File: src/sv/smdb_pkg.sv
package smdb_pkg;

    localparam int COMP_W      = 16;
    localparam int MAG_W       = 16;
    localparam int BIN_W       = 12;
    localparam int DOM_W       = 11;
    localparam int FRAME_LEN_W = 13;
    localparam int SUM_W       = 32;

    localparam int MAX_BINS       = 4096;
    localparam int FRAME_LEN_MIN  = 2;
    localparam int FRAME_LEN_RST  = 1024;
    localparam int MAG_MAX        = 46340;

    localparam int ROOT_STEPS  = 16;
    localparam int STEP_W      = $clog2(ROOT_STEPS);
    localparam logic [SUM_W-1:0] ROOT_START = 32'h4000_0000;

    localparam int QUEUE_DEPTH_DEF = 2;

    typedef struct packed {
        logic [COMP_W-1:0] a;
        logic [COMP_W-1:0] b;
    } t_pair;

    typedef struct packed {
        logic  valid;
        t_pair data;
    } t_qhead;

    function automatic logic [COMP_W-1:0] abs_comp(input logic signed [COMP_W-1:0] v);
        logic [COMP_W-1:0] u;
        u = COMP_W'(v);
        if (u[COMP_W-1]) begin
            return COMP_W'(0) - u;
        end
        return u;
    endfunction

endpackage

File: src/sv/smdb_channels.sv
interface smdb_bin_if;
    import smdb_pkg::*;
    logic                     valid;
    logic                     ready;
    logic signed [COMP_W-1:0] real_part;
    logic signed [COMP_W-1:0] imag_part;
    modport source (output valid, output real_part, output imag_part, input ready);
    modport sink   (input valid, input real_part, input imag_part, output ready);
endinterface

interface smdb_res_if;
    import smdb_pkg::*;
    logic             valid;
    logic             ready;
    logic [MAG_W-1:0] magnitude;
    logic [BIN_W-1:0] bin_index;
    logic             frame_done;
    logic [DOM_W-1:0] dominant_bin;
    logic [MAG_W-1:0] dominant_mag;
    modport source (output valid, output magnitude, output bin_index, output frame_done,
                    output dominant_bin, output dominant_mag, input ready);
    modport sink   (input valid, input magnitude, input bin_index, input frame_done,
                    input dominant_bin, input dominant_mag, output ready);
endinterface

interface smdb_cfg_if;
    import smdb_pkg::*;
    logic                   valid;
    logic                   ready;
    logic [FRAME_LEN_W-1:0] frame_len;
    modport source (output valid, output frame_len, input ready);
    modport sink   (input valid, input frame_len, output ready);
endinterface

File: src/sv/smdb_front.sv
module smdb_front #(
    parameter int QUEUE_DEPTH = smdb_pkg::QUEUE_DEPTH_DEF
) (
    input  logic            i_clk,
    input  logic            i_rst_n,
    smdb_bin_if.sink        i_bin,
    input  logic            i_pop,
    output smdb_pkg::t_qhead o_head
);
    import smdb_pkg::*;

    localparam int AW = (QUEUE_DEPTH > 1) ? $clog2(QUEUE_DEPTH) : 1;
    localparam int CW = $clog2(QUEUE_DEPTH + 1);

    t_pair          r_mem [QUEUE_DEPTH];
    logic [AW-1:0]  r_wr_ptr;
    logic [AW-1:0]  r_rd_ptr;
    logic [CW-1:0]  r_count;
    logic           push;
    t_pair          word_in;

    // Magnitudes of the components are formed on entry, so the queue holds unsigned words.
    always_comb begin
        word_in.a = abs_comp(i_bin.real_part);
        word_in.b = abs_comp(i_bin.imag_part);
    end

    assign i_bin.ready  = (r_count != CW'(QUEUE_DEPTH));
    assign push         = i_bin.valid && i_bin.ready;
    assign o_head.valid = (r_count != '0);
    assign o_head.data  = r_mem[r_rd_ptr];

    always_ff @(posedge i_clk) begin
        if (push) begin
            r_mem[r_wr_ptr] <= word_in;
        end
    end

    always_ff @(posedge i_clk) begin
        if (!i_rst_n) begin
            r_wr_ptr <= '0;
            r_rd_ptr <= '0;
            r_count  <= '0;
        end else begin
            if (push) begin
                r_wr_ptr <= (r_wr_ptr == AW'(QUEUE_DEPTH - 1)) ? '0 : r_wr_ptr + 1'b1;
            end
            if (i_pop) begin
                r_rd_ptr <= (r_rd_ptr == AW'(QUEUE_DEPTH - 1)) ? '0 : r_rd_ptr + 1'b1;
            end
            case ({push, i_pop})
                2'b10:   r_count <= r_count + 1'b1;
                2'b01:   r_count <= r_count - 1'b1;
                default: r_count <= r_count;
            endcase
        end
    end

endmodule

File: src/sv/smdb_back.sv
module smdb_back (
    input  logic                             i_clk,
    input  logic                             i_rst_n,
    input  logic [smdb_pkg::FRAME_LEN_W-1:0] i_frame_len,
    input  smdb_pkg::t_qhead                 i_head,
    output logic                             o_pop,
    smdb_res_if.source                       o_res
);
    import smdb_pkg::*;

    localparam logic [1:0] ST_IDLE = 2'd0;
    localparam logic [1:0] ST_ROOT = 2'd1;
    localparam logic [1:0] ST_HOLD = 2'd2;

    logic [1:0]        r_state;
    logic [STEP_W-1:0] r_step;
    logic [SUM_W-1:0]  r_rem;
    logic [SUM_W-1:0]  r_acc;
    logic [SUM_W-1:0]  r_wt;

    logic [BIN_W-1:0]  r_bin_cnt;
    logic [MAG_W-1:0]  r_best_mag;
    logic [DOM_W-1:0]  r_best_bin;

    logic              r_out_valid;
    logic [MAG_W-1:0]  r_out_mag;
    logic [BIN_W-1:0]  r_out_bin;
    logic              r_out_done;
    logic [DOM_W-1:0]  r_out_dom_bin;
    logic [MAG_W-1:0]  r_out_dom_mag;

    logic [SUM_W-1:0]       sum_sq;
    logic [SUM_W-1:0]       trial;
    logic                   take;
    logic [SUM_W-1:0]       n_acc;
    logic [SUM_W-1:0]       n_rem;
    logic                   last_step;
    logic                   out_free;
    logic                   commit;
    logic [MAG_W-1:0]       mag;
    logic [FRAME_LEN_W-1:0] len_eff;
    logic [BIN_W-1:0]       half_len;
    logic                   upd;
    logic                   frame_last;
    logic [MAG_W-1:0]       n_best_mag;
    logic [DOM_W-1:0]       n_best_bin;

    assign sum_sq = SUM_W'(i_head.data.a) * SUM_W'(i_head.data.a)
                  + SUM_W'(i_head.data.b) * SUM_W'(i_head.data.b);

    // One restoring root step: the trial value is the partial root plus the current weight.
    always_comb begin
        trial = r_acc + r_wt;
        take  = (r_rem >= trial);
        n_acc = (r_acc >> 1) + (take ? r_wt : '0);
        n_rem = take ? (r_rem - trial) : r_rem;
    end

    assign last_step = (r_state == ST_ROOT) && (r_step == STEP_W'(ROOT_STEPS - 1));
    assign out_free  = !r_out_valid || o_res.ready;
    assign commit    = (last_step || (r_state == ST_HOLD)) && out_free;
    assign mag       = (r_state == ST_HOLD) ? r_acc[MAG_W-1:0] : n_acc[MAG_W-1:0];
    assign o_pop     = (r_state == ST_IDLE) && i_head.valid;

    always_comb begin
        if (i_frame_len < FRAME_LEN_W'(FRAME_LEN_MIN)) begin
            len_eff = FRAME_LEN_W'(FRAME_LEN_MIN);
        end else if (i_frame_len > FRAME_LEN_W'(MAX_BINS)) begin
            len_eff = FRAME_LEN_W'(MAX_BINS);
        end else begin
            len_eff = i_frame_len;
        end
        half_len   = len_eff[FRAME_LEN_W-1:1];
        upd        = (r_bin_cnt != '0) && (r_bin_cnt < half_len) && (mag > r_best_mag);
        n_best_mag = upd ? mag : r_best_mag;
        n_best_bin = upd ? r_bin_cnt[DOM_W-1:0] : r_best_bin;
        // A shortened length mid-frame ends the frame at the first bin at or past its end.
        frame_last = ({1'b0, r_bin_cnt} >= (len_eff - FRAME_LEN_W'(1)));
    end

    always_ff @(posedge i_clk) begin
        if (!i_rst_n) begin
            r_state     <= ST_IDLE;
            r_out_valid <= 1'b0;
            r_bin_cnt   <= '0;
            r_best_mag  <= '0;
            r_best_bin  <= '0;
        end else begin
            unique case (r_state)
                ST_IDLE: begin
                    if (i_head.valid) begin
                        r_state <= ST_ROOT;
                    end
                end
                ST_ROOT: begin
                    if (last_step) begin
                        r_state <= commit ? ST_IDLE : ST_HOLD;
                    end
                end
                ST_HOLD: begin
                    if (commit) begin
                        r_state <= ST_IDLE;
                    end
                end
                default: r_state <= ST_IDLE;
            endcase

            if (commit) begin
                r_out_valid <= 1'b1;
                if (frame_last) begin
                    r_bin_cnt  <= '0;
                    r_best_mag <= '0;
                    r_best_bin <= '0;
                end else begin
                    r_bin_cnt  <= r_bin_cnt + 1'b1;
                    r_best_mag <= n_best_mag;
                    r_best_bin <= n_best_bin;
                end
            end else if (o_res.ready) begin
                r_out_valid <= 1'b0;
            end
        end
    end

    always_ff @(posedge i_clk) begin
        if (o_pop) begin
            r_rem  <= sum_sq;
            r_acc  <= '0;
            r_wt   <= ROOT_START;
            r_step <= '0;
        end else if (r_state == ST_ROOT) begin
            r_rem  <= n_rem;
            r_acc  <= n_acc;
            r_wt   <= r_wt >> 2;
            r_step <= r_step + 1'b1;
        end
        if (commit) begin
            r_out_mag     <= mag;
            r_out_bin     <= r_bin_cnt;
            r_out_done    <= frame_last;
            r_out_dom_bin <= frame_last ? n_best_bin : '0;
            r_out_dom_mag <= frame_last ? n_best_mag : '0;
        end
    end

    assign o_res.valid        = r_out_valid;
    assign o_res.magnitude    = r_out_mag;
    assign o_res.bin_index    = r_out_bin;
    assign o_res.frame_done   = r_out_done;
    assign o_res.dominant_bin = r_out_dom_bin;
    assign o_res.dominant_mag = r_out_dom_mag;

endmodule

File: src/sv/spectrum_magnitude_dominant_bin.sv
// Spectrum magnitude and dominant bin. Each input word is one complex bin; each gives one
// result word with its magnitude, the floor square root of re*re + im*im, and its position
// in the frame. The last word of a frame also carries the largest magnitude seen over bins
// 1 to frame_len/2-1 and that bin's index, both zero when none exceeds zero. The square
// root unit is shared and sets the rate: it takes one bin at a time, forms the sum of
// squares, runs sixteen restoring root steps, and takes no new bin until the result is
// committed. A small queue ahead of the root unit takes up to QUEUE_DEPTH words while
// it is busy, and a result waits in an output register without halting the next root.
// frame_len is clamped to 2..4096 and should only be written while the block is idle.
module spectrum_magnitude_dominant_bin #(
    parameter int QUEUE_DEPTH = smdb_pkg::QUEUE_DEPTH_DEF
) (
    input  logic       i_clk,
    input  logic       i_rst_n,
    smdb_cfg_if.sink   i_cfg,
    smdb_bin_if.sink   i_bin,
    smdb_res_if.source o_res
);
    import smdb_pkg::*;

    logic [FRAME_LEN_W-1:0] r_frame_len;
    t_qhead                 head;
    logic                   pop;

    assign i_cfg.ready = 1'b1;

    always_ff @(posedge i_clk) begin
        if (!i_rst_n) begin
            r_frame_len <= FRAME_LEN_W'(FRAME_LEN_RST);
        end else if (i_cfg.valid && i_cfg.ready) begin
            r_frame_len <= i_cfg.frame_len;
        end
    end

    smdb_front #(
        .QUEUE_DEPTH(QUEUE_DEPTH)
    ) u_front (
        .i_clk   (i_clk),
        .i_rst_n (i_rst_n),
        .i_bin   (i_bin),
        .i_pop   (pop),
        .o_head  (head)
    );

    smdb_back u_back (
        .i_clk       (i_clk),
        .i_rst_n     (i_rst_n),
        .i_frame_len (r_frame_len),
        .i_head      (head),
        .o_pop       (pop),
        .o_res       (o_res)
    );

    // Dominant fields are only reported on the word that closes a frame.
    a_dom_zero_mid_frame: assert property (@(posedge i_clk) disable iff (!i_rst_n)
        o_res.valid && !o_res.frame_done |-> (o_res.dominant_bin == '0) &&
                                             (o_res.dominant_mag == '0))
        else $error("dominant fields set on a word that does not end a frame");

    // Bin zero is never tracked, so a zero dominant bin means nothing was kept.
    a_dom_bin_zero_mag: assert property (@(posedge i_clk) disable iff (!i_rst_n)
        o_res.valid && o_res.frame_done && (o_res.dominant_bin == '0)
            |-> (o_res.dominant_mag == '0))
        else $error("dominant magnitude non-zero with dominant bin zero");

    a_mag_range: assert property (@(posedge i_clk) disable iff (!i_rst_n)
        o_res.valid |-> (o_res.magnitude <= MAG_W'(MAG_MAX)) &&
                        (o_res.dominant_mag <= MAG_W'(MAG_MAX)))
        else $error("magnitude beyond the largest possible root");

endmodule
File: src/flat_wrapper.sv
// flat-port wrapper written by rule: the top's interface ports become plain ports
module spectrum_magnitude_dominant_bin_flat import smdb_pkg::*;
#(
    parameter int QUEUE_DEPTH = smdb_pkg::QUEUE_DEPTH_DEF
)
  (i_clk, i_rst_n, i_cfg_valid, i_cfg_frame_len, i_cfg_ready, i_bin_valid, i_bin_real_part, i_bin_imag_part, i_bin_ready, o_res_valid, o_res_magnitude, o_res_bin_index, o_res_frame_done, o_res_dominant_bin, o_res_dominant_mag, o_res_ready);
  smdb_cfg_if i_cfg_i ();
  smdb_bin_if i_bin_i ();
  smdb_res_if o_res_i ();
  input  logic i_clk;
  input  logic i_rst_n;
  input wire logic [$bits(i_cfg_i.valid)-1:0] i_cfg_valid;
  input wire logic [$bits(i_cfg_i.frame_len)-1:0] i_cfg_frame_len;
  output wire logic [$bits(i_cfg_i.ready)-1:0] i_cfg_ready;
  input wire logic [$bits(i_bin_i.valid)-1:0] i_bin_valid;
  input wire logic [$bits(i_bin_i.real_part)-1:0] i_bin_real_part;
  input wire logic [$bits(i_bin_i.imag_part)-1:0] i_bin_imag_part;
  output wire logic [$bits(i_bin_i.ready)-1:0] i_bin_ready;
  output wire logic [$bits(o_res_i.valid)-1:0] o_res_valid;
  output wire logic [$bits(o_res_i.magnitude)-1:0] o_res_magnitude;
  output wire logic [$bits(o_res_i.bin_index)-1:0] o_res_bin_index;
  output wire logic [$bits(o_res_i.frame_done)-1:0] o_res_frame_done;
  output wire logic [$bits(o_res_i.dominant_bin)-1:0] o_res_dominant_bin;
  output wire logic [$bits(o_res_i.dominant_mag)-1:0] o_res_dominant_mag;
  input wire logic [$bits(o_res_i.ready)-1:0] o_res_ready;
  assign i_cfg_i.valid = i_cfg_valid;
  assign i_cfg_i.frame_len = i_cfg_frame_len;
  assign i_cfg_ready = i_cfg_i.ready;
  assign i_bin_i.valid = i_bin_valid;
  assign i_bin_i.real_part = i_bin_real_part;
  assign i_bin_i.imag_part = i_bin_imag_part;
  assign i_bin_ready = i_bin_i.ready;
  assign o_res_valid = o_res_i.valid;
  assign o_res_magnitude = o_res_i.magnitude;
  assign o_res_bin_index = o_res_i.bin_index;
  assign o_res_frame_done = o_res_i.frame_done;
  assign o_res_dominant_bin = o_res_i.dominant_bin;
  assign o_res_dominant_mag = o_res_i.dominant_mag;
  assign o_res_i.ready = o_res_ready;
  spectrum_magnitude_dominant_bin #(.QUEUE_DEPTH(QUEUE_DEPTH)) u_core (.i_clk(i_clk), .i_rst_n(i_rst_n), .i_cfg(i_cfg_i), .i_bin(i_bin_i), .o_res(o_res_i));
endmodule
File: config.mk
export PLATFORM = sky130hd
export DESIGN_NAME = spectrum_magnitude_dominant_bin_flat
export DESIGN_NICKNAME = d
export VERILOG_FILES = /design/src/sv/smdb_pkg.sv /design/src/sv/smdb_channels.sv /design/src/sv/smdb_front.sv /design/src/sv/smdb_back.sv /design/src/sv/spectrum_magnitude_dominant_bin.sv /design/src/flat_wrapper.sv
export SDC_FILE = /design/constraint.sdc
export NUM_CORES = 2
export LEC_CHECK = 0
export ABC_AREA = 1
export BUFFER_PORTS_ARGS = -buffer_cell sky130_fd_sc_hd__buf_2
export CORE_UTILIZATION = 35
export CTS_BUF_LIST = sky130_fd_sc_hd__clkbuf_8
export CTS_CLUSTER_SIZE = 40
export DETAILED_ROUTE_END_ITERATION = 10
export PLACE_DENSITY = 0.6
export SLEW_MARGIN = 20
export SYNTH_ARGS = -nofsm -noshare
export SYNTH_HDL_FRONTEND = slang
export SYNTH_HIERARCHICAL = 1
export SYNTH_SLANG_ARGS = --single-unit
File: constraint.sdc
create_clock -name i_clk -period 7.9 [get_ports i_clk]
set_input_delay 0.395 -clock i_clk [delete_from_list [all_inputs] [get_ports i_clk]]
set_output_delay 0.395 -clock i_clk [all_outputs]
set_load 0.03 [all_outputs]
# After elaboration in Yosys (flattened, before gate mapping)
# Memory sizes are Yosys's and may differ from the RTL's. A register that Yosys moved wholly into a read port is not among the register bits.
# Index checks and enable logic that the tools add are counted.
dict set report word_totals {
  reg_bits 199
  latchBits 0
  mem_bits_rw 64
  romBits 0
  input_bits 50
  output_inout_bits 59
  elab_cells 99
  memories 1
}
dict set report op_classes {
  addsub 13
  multipliers 2
  div_mod_pow 0
  magnitude_cmp 6
  eq_ne 9
  n_shift 0
  muxes 32
  bitwise_logic 0
  reduce_logical 18
}
# memory words width read_ports rd_clocked_by_memory_dff wr line
set mem_list {}
lappend mem_list {u_core.u_front.r_mem 2 32 1 1 1 smdb_front.sv:15} ;# t_pair r_mem [QUEUE_DEPTH];
# op count
set op_table {}
lappend op_table {{16-bit 2-to-1 mux} 7}
lappend op_table {{32-bit 2-to-1 mux} 3}
lappend op_table {{16-bit by 16-bit multiplier with 32-bit output} 2}
lappend op_table {{31-bit by 31-bit adder with 32-bit output} 1}
lappend op_table {{32-bit by 31-bit adder with 32-bit output} 1}
lappend op_table {{32-bit adder} 1}
lappend op_table {{32-bit greater-or-equal comparator} 1}
lappend op_table {{1-bit by 16-bit subtractor with 16-bit output, first input constant} 2}
lappend op_table {{32-bit subtractor} 1}
lappend op_table {{31-bit 2-to-1 mux} 1}
lappend op_table {{13-bit 2-to-1 mux} 2}
lappend op_table {{11-bit 2-to-1 mux} 2}
lappend op_table {{16-bit > comparator} 1}
lappend op_table {{12-bit by 13-bit greater-or-equal comparator with 1-bit output} 1}
lappend op_table {{13-bit > comparator, second input constant} 1}
lappend op_table {{13-bit by 2-bit < comparator with 1-bit output, second input constant} 1}
lappend op_table {{13-bit by 1-bit subtractor with 13-bit output, second input constant} 1}
lappend op_table {{12-bit by 1-bit adder with 12-bit output, second input constant} 1}
lappend op_table {{12-bit < comparator} 1}
lappend op_table {{12-bit 2-to-1 mux} 1}
lappend op_table {{12-bit nonzero test} 1}
lappend op_table {{1-bit 2-to-1 mux} 10}
lappend op_table {{2-bit nonzero test} 5}
lappend op_table {{2-bit 2-to-1 mux} 4}
lappend op_table {{16 further kinds} 28}

# Depth between registers and ports, before layout
dict set report depth {
  ltp_word 9
  mapped_depth 52
  depth_no_buf 50
}

# By module
# Netlist, hierarchy kept.
# module n_inst cells_each area_each_um2 seq_area_each_um2
set by_module_without_submodules {}
lappend by_module_without_submodules {smdb_back 1 3621 28139.5 4524.3}
lappend by_module_without_submodules {smdb_front 1 312 3417.0 2021.9}
lappend by_module_without_submodules {spectrum_magnitude_dominant_bin 1 83 558.0 260.2}

# Worst setup path after synthesis
# No wires, ideal clock.
dict set report synth_path {
  path_kind {flip-flop to flip-flop}
  startpoint {reg (tool-made name)}
  endpoint {reg u_core.u_back.r_rem[24] (data pin)}
  setup_time_ns 0.263
  t_arrival_ns 6.918
  required_time_ns 7.637
  setup_slack_ns 0.719
  stages_incl_launch_ff 36
  n_path_buf 4
  period_less_slack_ns 7.181
  path_cell_list {dfxtp_1 buf_2 buf_6 mux2_1 clkbuf_1 clkbuf_1 nand2_1 inv_1 fa_1 fa_1 inv_1 fa_1 inv_1 fa_1 fa_1 inv_1 fa_1 inv_1 fa_1 inv_1 fa_1 inv_1 ha_1 nand2_1 nor2_1 inv_1 nor3_1 nand2_1 nand3_1 nand2_1 nand2_1 nand2_1 nand2_1 a21oi_1 o21ai_0 o21ai_0}
}
# item line
set synth_rtl {}
lappend synth_rtl {{end signal, assigned} smdb_back.sv:127} ;# r_rem <= sum_sq;
lappend synth_rtl {{end signal, assigned} smdb_back.sv:132} ;# r_rem <= n_rem;
lappend synth_rtl {{end, declared} smdb_back.sv:17} ;# logic [SUM_W-1:0] r_rem;

==> Implementation_results.wiki <==
{| class="wikitable"
! Metric !! Value
|-
| Outcome || complete, no violations
|-
| CTS sink cnt || between 200 and 300
|-
| Synthesis-to-finish area growth || 9.857%
|-
| Avg Inst Size Synth || 7.997 sq um
|-
| Count of nets left with antenna violations after detail routing || 0
|-
| Area of the core || 90420 sq um
|-
| IO Pins || 109
|-
| Type of destination of the critical path || flip-flop
|-
| Post-synth EDFFs || about 150
|-
| # rows || 110
|-
| Fraction of post-synthesis cell area in the top cell type by area || 24.25%
|-
| Maximum buffer depth of the clock tree || 3
|-
| FFs w/ async S/R, synth || 0%
|-
| Synthesized-area fraction occupied by ao, oa, aoi and oai cells || just under 8%
|-
| Post-route standard cell area excluding fillers || around 35000 sq um
|-
| Count of pins over their slew limit || 0
|-
| Net count of the mapped netlist || 4754
|-
| Final setup violating endpoints || 0
|-
| Cell type with the largest total area after synthesis || sky130_fd_sc_hd__fa_1
|-
| Total via count after detailed routing || around 25000
|-
| Deepest level of the CTS H-tree || 2
|-
| Multi-input gate area || around 21000 sq um
|-
| Hold Vio Cnt, Final || 0
|-
| Worst setup slack after layout || 0.3615 ns
|-
| Crit path time final || approximately 7.5 ns
|-
| Post-Place Worst Slack || 0.1482 ns
|-
| Synthesized-area fraction occupied by and/or/nand/nor cells || between 10% and 20%
|-
| Share of layout cells above drive strength 1 || ~7.9%
|-
| Max stage delay cell, worst path || sky130_fd_sc_hd__fa_1
|-
| Detail Placement HPWL || between 60000 and 70000 um
|-
| Final weighted congestion in routability-driven placement || 0.9137
|-
| Parity-gate share of the synthesized area counting xor and xnor cells || under 10%
|-
| Cell area after technology mapping || between 30000 and 40000 sq um
|-
| Largest net degree at the start of global routing || just over 60
|-
| Area taken by flip-flops and latches || about 6800 sq um
|-
| Cells after synthesis || between 4000 and 5000
|-
| Combinational family with the most area after synthesis || adder cells
|-
| Number of max-cap violations || 0
|-
| Number of synthesis warnings || 6
|-
| Initial antenna violation count || 1
|-
| First-pass iteration count of the detailed router || 5
|-
| I/O Buffers || roughly 110
|-
| Maximum fanout along the worst path || 14
|-
| Worst Path Required || between 8 and 9 ns
|-
| Area share of fa/ha/maj cells after synthesis || between 30 and 40%
|-
| Clock tree from TritonCTS || done
|-
| Proportion of synthesized area in mux cells || approximately 1.1%
|-
| Wire length of the first global-routing pass || about 130000 um
|-
| DRC violation count after routing || 0
|-
| Final routed wire length divided by cell count || about 14 um
|-
| Global-route total usage across every layer || ~17%
|-
| Routed wire length || 76800 um
|-
| Detailed Route Iter0 Violations || approximately 1600
|-
| Placed standard-cell area || ~34000 sq um
|-
| Max-Slew Margin vs Limit || approximately 26%
|-
| Synth cell types || 60
|-
| CP max stage delay || approximately 0.53 ns
|-
| Arrival time of the worst setup path || 7.92 ns
|-
| Fill cell count || 9311
|-
| Num CTS Buffers || between 40 and 50
|-
| Clock transition at the register clock pins on the worst setup and hold paths after CTS || 0.07 ns
|-
| Number of global-route vias before repair || 25680
|-
| Crit path launch type || flip-flop
|-
| Leading cell types by total area after synthesis || sky130_fd_sc_hd__fa_1, sky130_fd_sc_hd__edfxtp_1, sky130_fd_sc_hd__ha_1
|-
| Vertical die dimension || between 300 and 400 um
|-
| Worst slew pin tran || around 1.1 ns
|-
| Final setup skew || 0.05697 ns
|-
| Tcrit/Tclk final || a little over nine tenths
|-
| Effective utilization at floorplan || a little over a third
|-
| Hold Path Class || in -> reg
|-
| Highest attainable clock frequency || between 100 and 150 MHz
|-
| Clock insertion delay at the later pin of the skew report || around 0.65 ns
|-
| Chip width || just over 300 um
|-
| Primary FF master, synth || sky130_fd_sc_hd__edfxtp_1
|-
| Share of the yosys chip area belonging to registers || 21.19%
|-
| Die ar. || just over 90000 sq um
|-
| Critical setup path kind || reg -> reg
|-
| Congestion Overflow GR || 0
|-
| Post-layout net count || 4868
|-
| Yosys reg bits || approximately 260
|-
| Root buffer selected by CTS || sky130_fd_sc_hd__clkbuf_8
|-
| Vias per inst || about 4.7
|}
==> worst max-delay path, delay by kind of cell (launching register included) <==
kind | cells | cell delay (ns)
compound gates | 3 | 0.31
fa+ha+maj | 9 | 4.42
buf+inv | 10 | 0.83
flops | 1 | 0.39
mux | 1 | 0.37
simple gates | 10 | 0.97
==> logic make-up after synthesis <==
family          after synthesis
simple gates               1376
other cells                   1
mux                          32
xor+xnor                    101
fa+ha+maj                   688
flops                       264
buf+inv                    1103
compound gates              451
==> metrics by stage <==
stage	cells	utilization, %	TNS (ns)	hold WS, ns
global route	5345	39.02	-0.01900	0.02104
floorplan	4016	-	0	0.4367
detailed placement	5246	37.64	0	0.4554
CTS	5336	38.78	0	0.01278
global placement	5246	37.64	0	0.4506
finish	5345	39.02	0	0.04539
==> timing repair <==
action,4_1_cts,5_1_grt
hold buffers,2,0
setup endpoints to repair,0,64
resized for setup,0,51
setup buffers,0,7
endpoints found under the hold margin,4,0
==> flip-flops by register name, summed over array words and instances (netlist names), named ones only <==
| signal | flops |
|---|---|
| u_core/r_frame_len | 13 |
| u_core/u_back/o_res.bin_index | 12 |
| u_core/u_back/o_res.dominant_bin | 11 |
| u_core/u_back/o_res.dominant_mag | 16 |
| u_core/u_back/o_res.frame_done | 1 |
| u_core/u_back/o_res.magnitude | 16 |
| u_core/u_back/o_res.valid | 1 |
| u_core/u_back/r_acc | 32 |
| u_core/u_back/r_best_bin | 11 |
| u_core/u_back/r_best_mag | 16 |
| u_core/u_back/r_bin_cnt | 12 |
| u_core/u_back/r_rem | 32 |
| u_core/u_back/r_state | 2 |
| u_core/u_back/r_step | 4 |
| u_core/u_back/r_wt | 16 |
| u_core/u_front/r_count | 2 |
| u_core/u_front/r_mem | 64 |
| u_core/u_front/r_rd_ptr | 1 |
| u_core/u_front/r_wr_ptr | 1 |
==> placed cells by master (no fill, tap or decap), drive strengths merged, types with 13 or more instances in the layout <==
cell	instances
a21oi	174
buf	174
clkbuf	56
clkinv	17
dfxtp	112
edfxtp	152
fa	389
ha	299
inv	1003
mux2	32
nand2	846
nand3	170
nand4	25
nor2	259
nor3	37
o211ai	26
o21ai	176
o21bai	22
or2	13
xnor2	46
xor2	55
==> layout make-up <==
type	instances	area share [%]
multi-input combinational	2649	59.94
sequential	264	19.30
inverter	990	10.55
tap	1176	4.171
timing repair buffer	177	3.163
clock buffer	55	2.146
clock inverter	33	0.7199
antenna	1	0.007093
==> path summary, 6_finish.rpt <==
path | from | end | slack, ns | depth (start not counted)
setup / recovery | flip-flop | u_core/u_back/r_rem[24] | 0.36 | 33
hold / removal | i_cfg_frame_len[10] | u_core/r_frame_len[10] | 0.05 | 3
setup reg to reg | flip-flop | u_core/u_back/r_rem[24] | 0.36 | 33
hold reg to reg | u_core/u_back/r_best_bin[3] | u_core/u_back/r_best_bin[3] | 0.46 | 2
==> cell usage after synthesis (11+ instances only) <==
master and n:
sky130_fd_sc_hd__o21bai_1 22, sky130_fd_sc_hd__a21oi_1 173, sky130_fd_sc_hd__nand3b_1 11, sky130_fd_sc_hd__nor2_1 251
sky130_fd_sc_hd__inv_1 983, sky130_fd_sc_hd__nand3_1 169, sky130_fd_sc_hd__edfxtp_1 152, sky130_fd_sc_hd__clkbuf_1 78
sky130_fd_sc_hd__buf_2 12, sky130_fd_sc_hd__xnor2_1 46, sky130_fd_sc_hd__o211ai_1 26, sky130_fd_sc_hd__o21a_1 12
sky130_fd_sc_hd__or2_2 12, sky130_fd_sc_hd__o21ai_0 165, sky130_fd_sc_hd__nor3_1 36, sky130_fd_sc_hd__nand4_1 25
sky130_fd_sc_hd__a21o_1 12, sky130_fd_sc_hd__nand2_1 829, sky130_fd_sc_hd__mux2_1 30, sky130_fd_sc_hd__fa_1 389
sky130_fd_sc_hd__dfxtp_1 112, sky130_fd_sc_hd__xor2_1 55, sky130_fd_sc_hd__nand2_2 15, sky130_fd_sc_hd__ha_1 299
==> per-layer routing <==
layer | part of all wire [%] | vias up | wire [um] | track usage (%)
li1 | - | 12590 | - | -
met1 | 46 | 11950 | 35420 | 22.79
met2 | 47 | 531 | 36090 | 28.98
met3 | 4.4 | 101 | 3411 | 2.003
met4 | 2.4 | 0 | 1873 | 4.252
met5 | 0 | - | 0 | 0
Power is left out: the tool's default activity adds up to more than one toggle a clock period on the data nets, which glitch-free logic cannot reach.
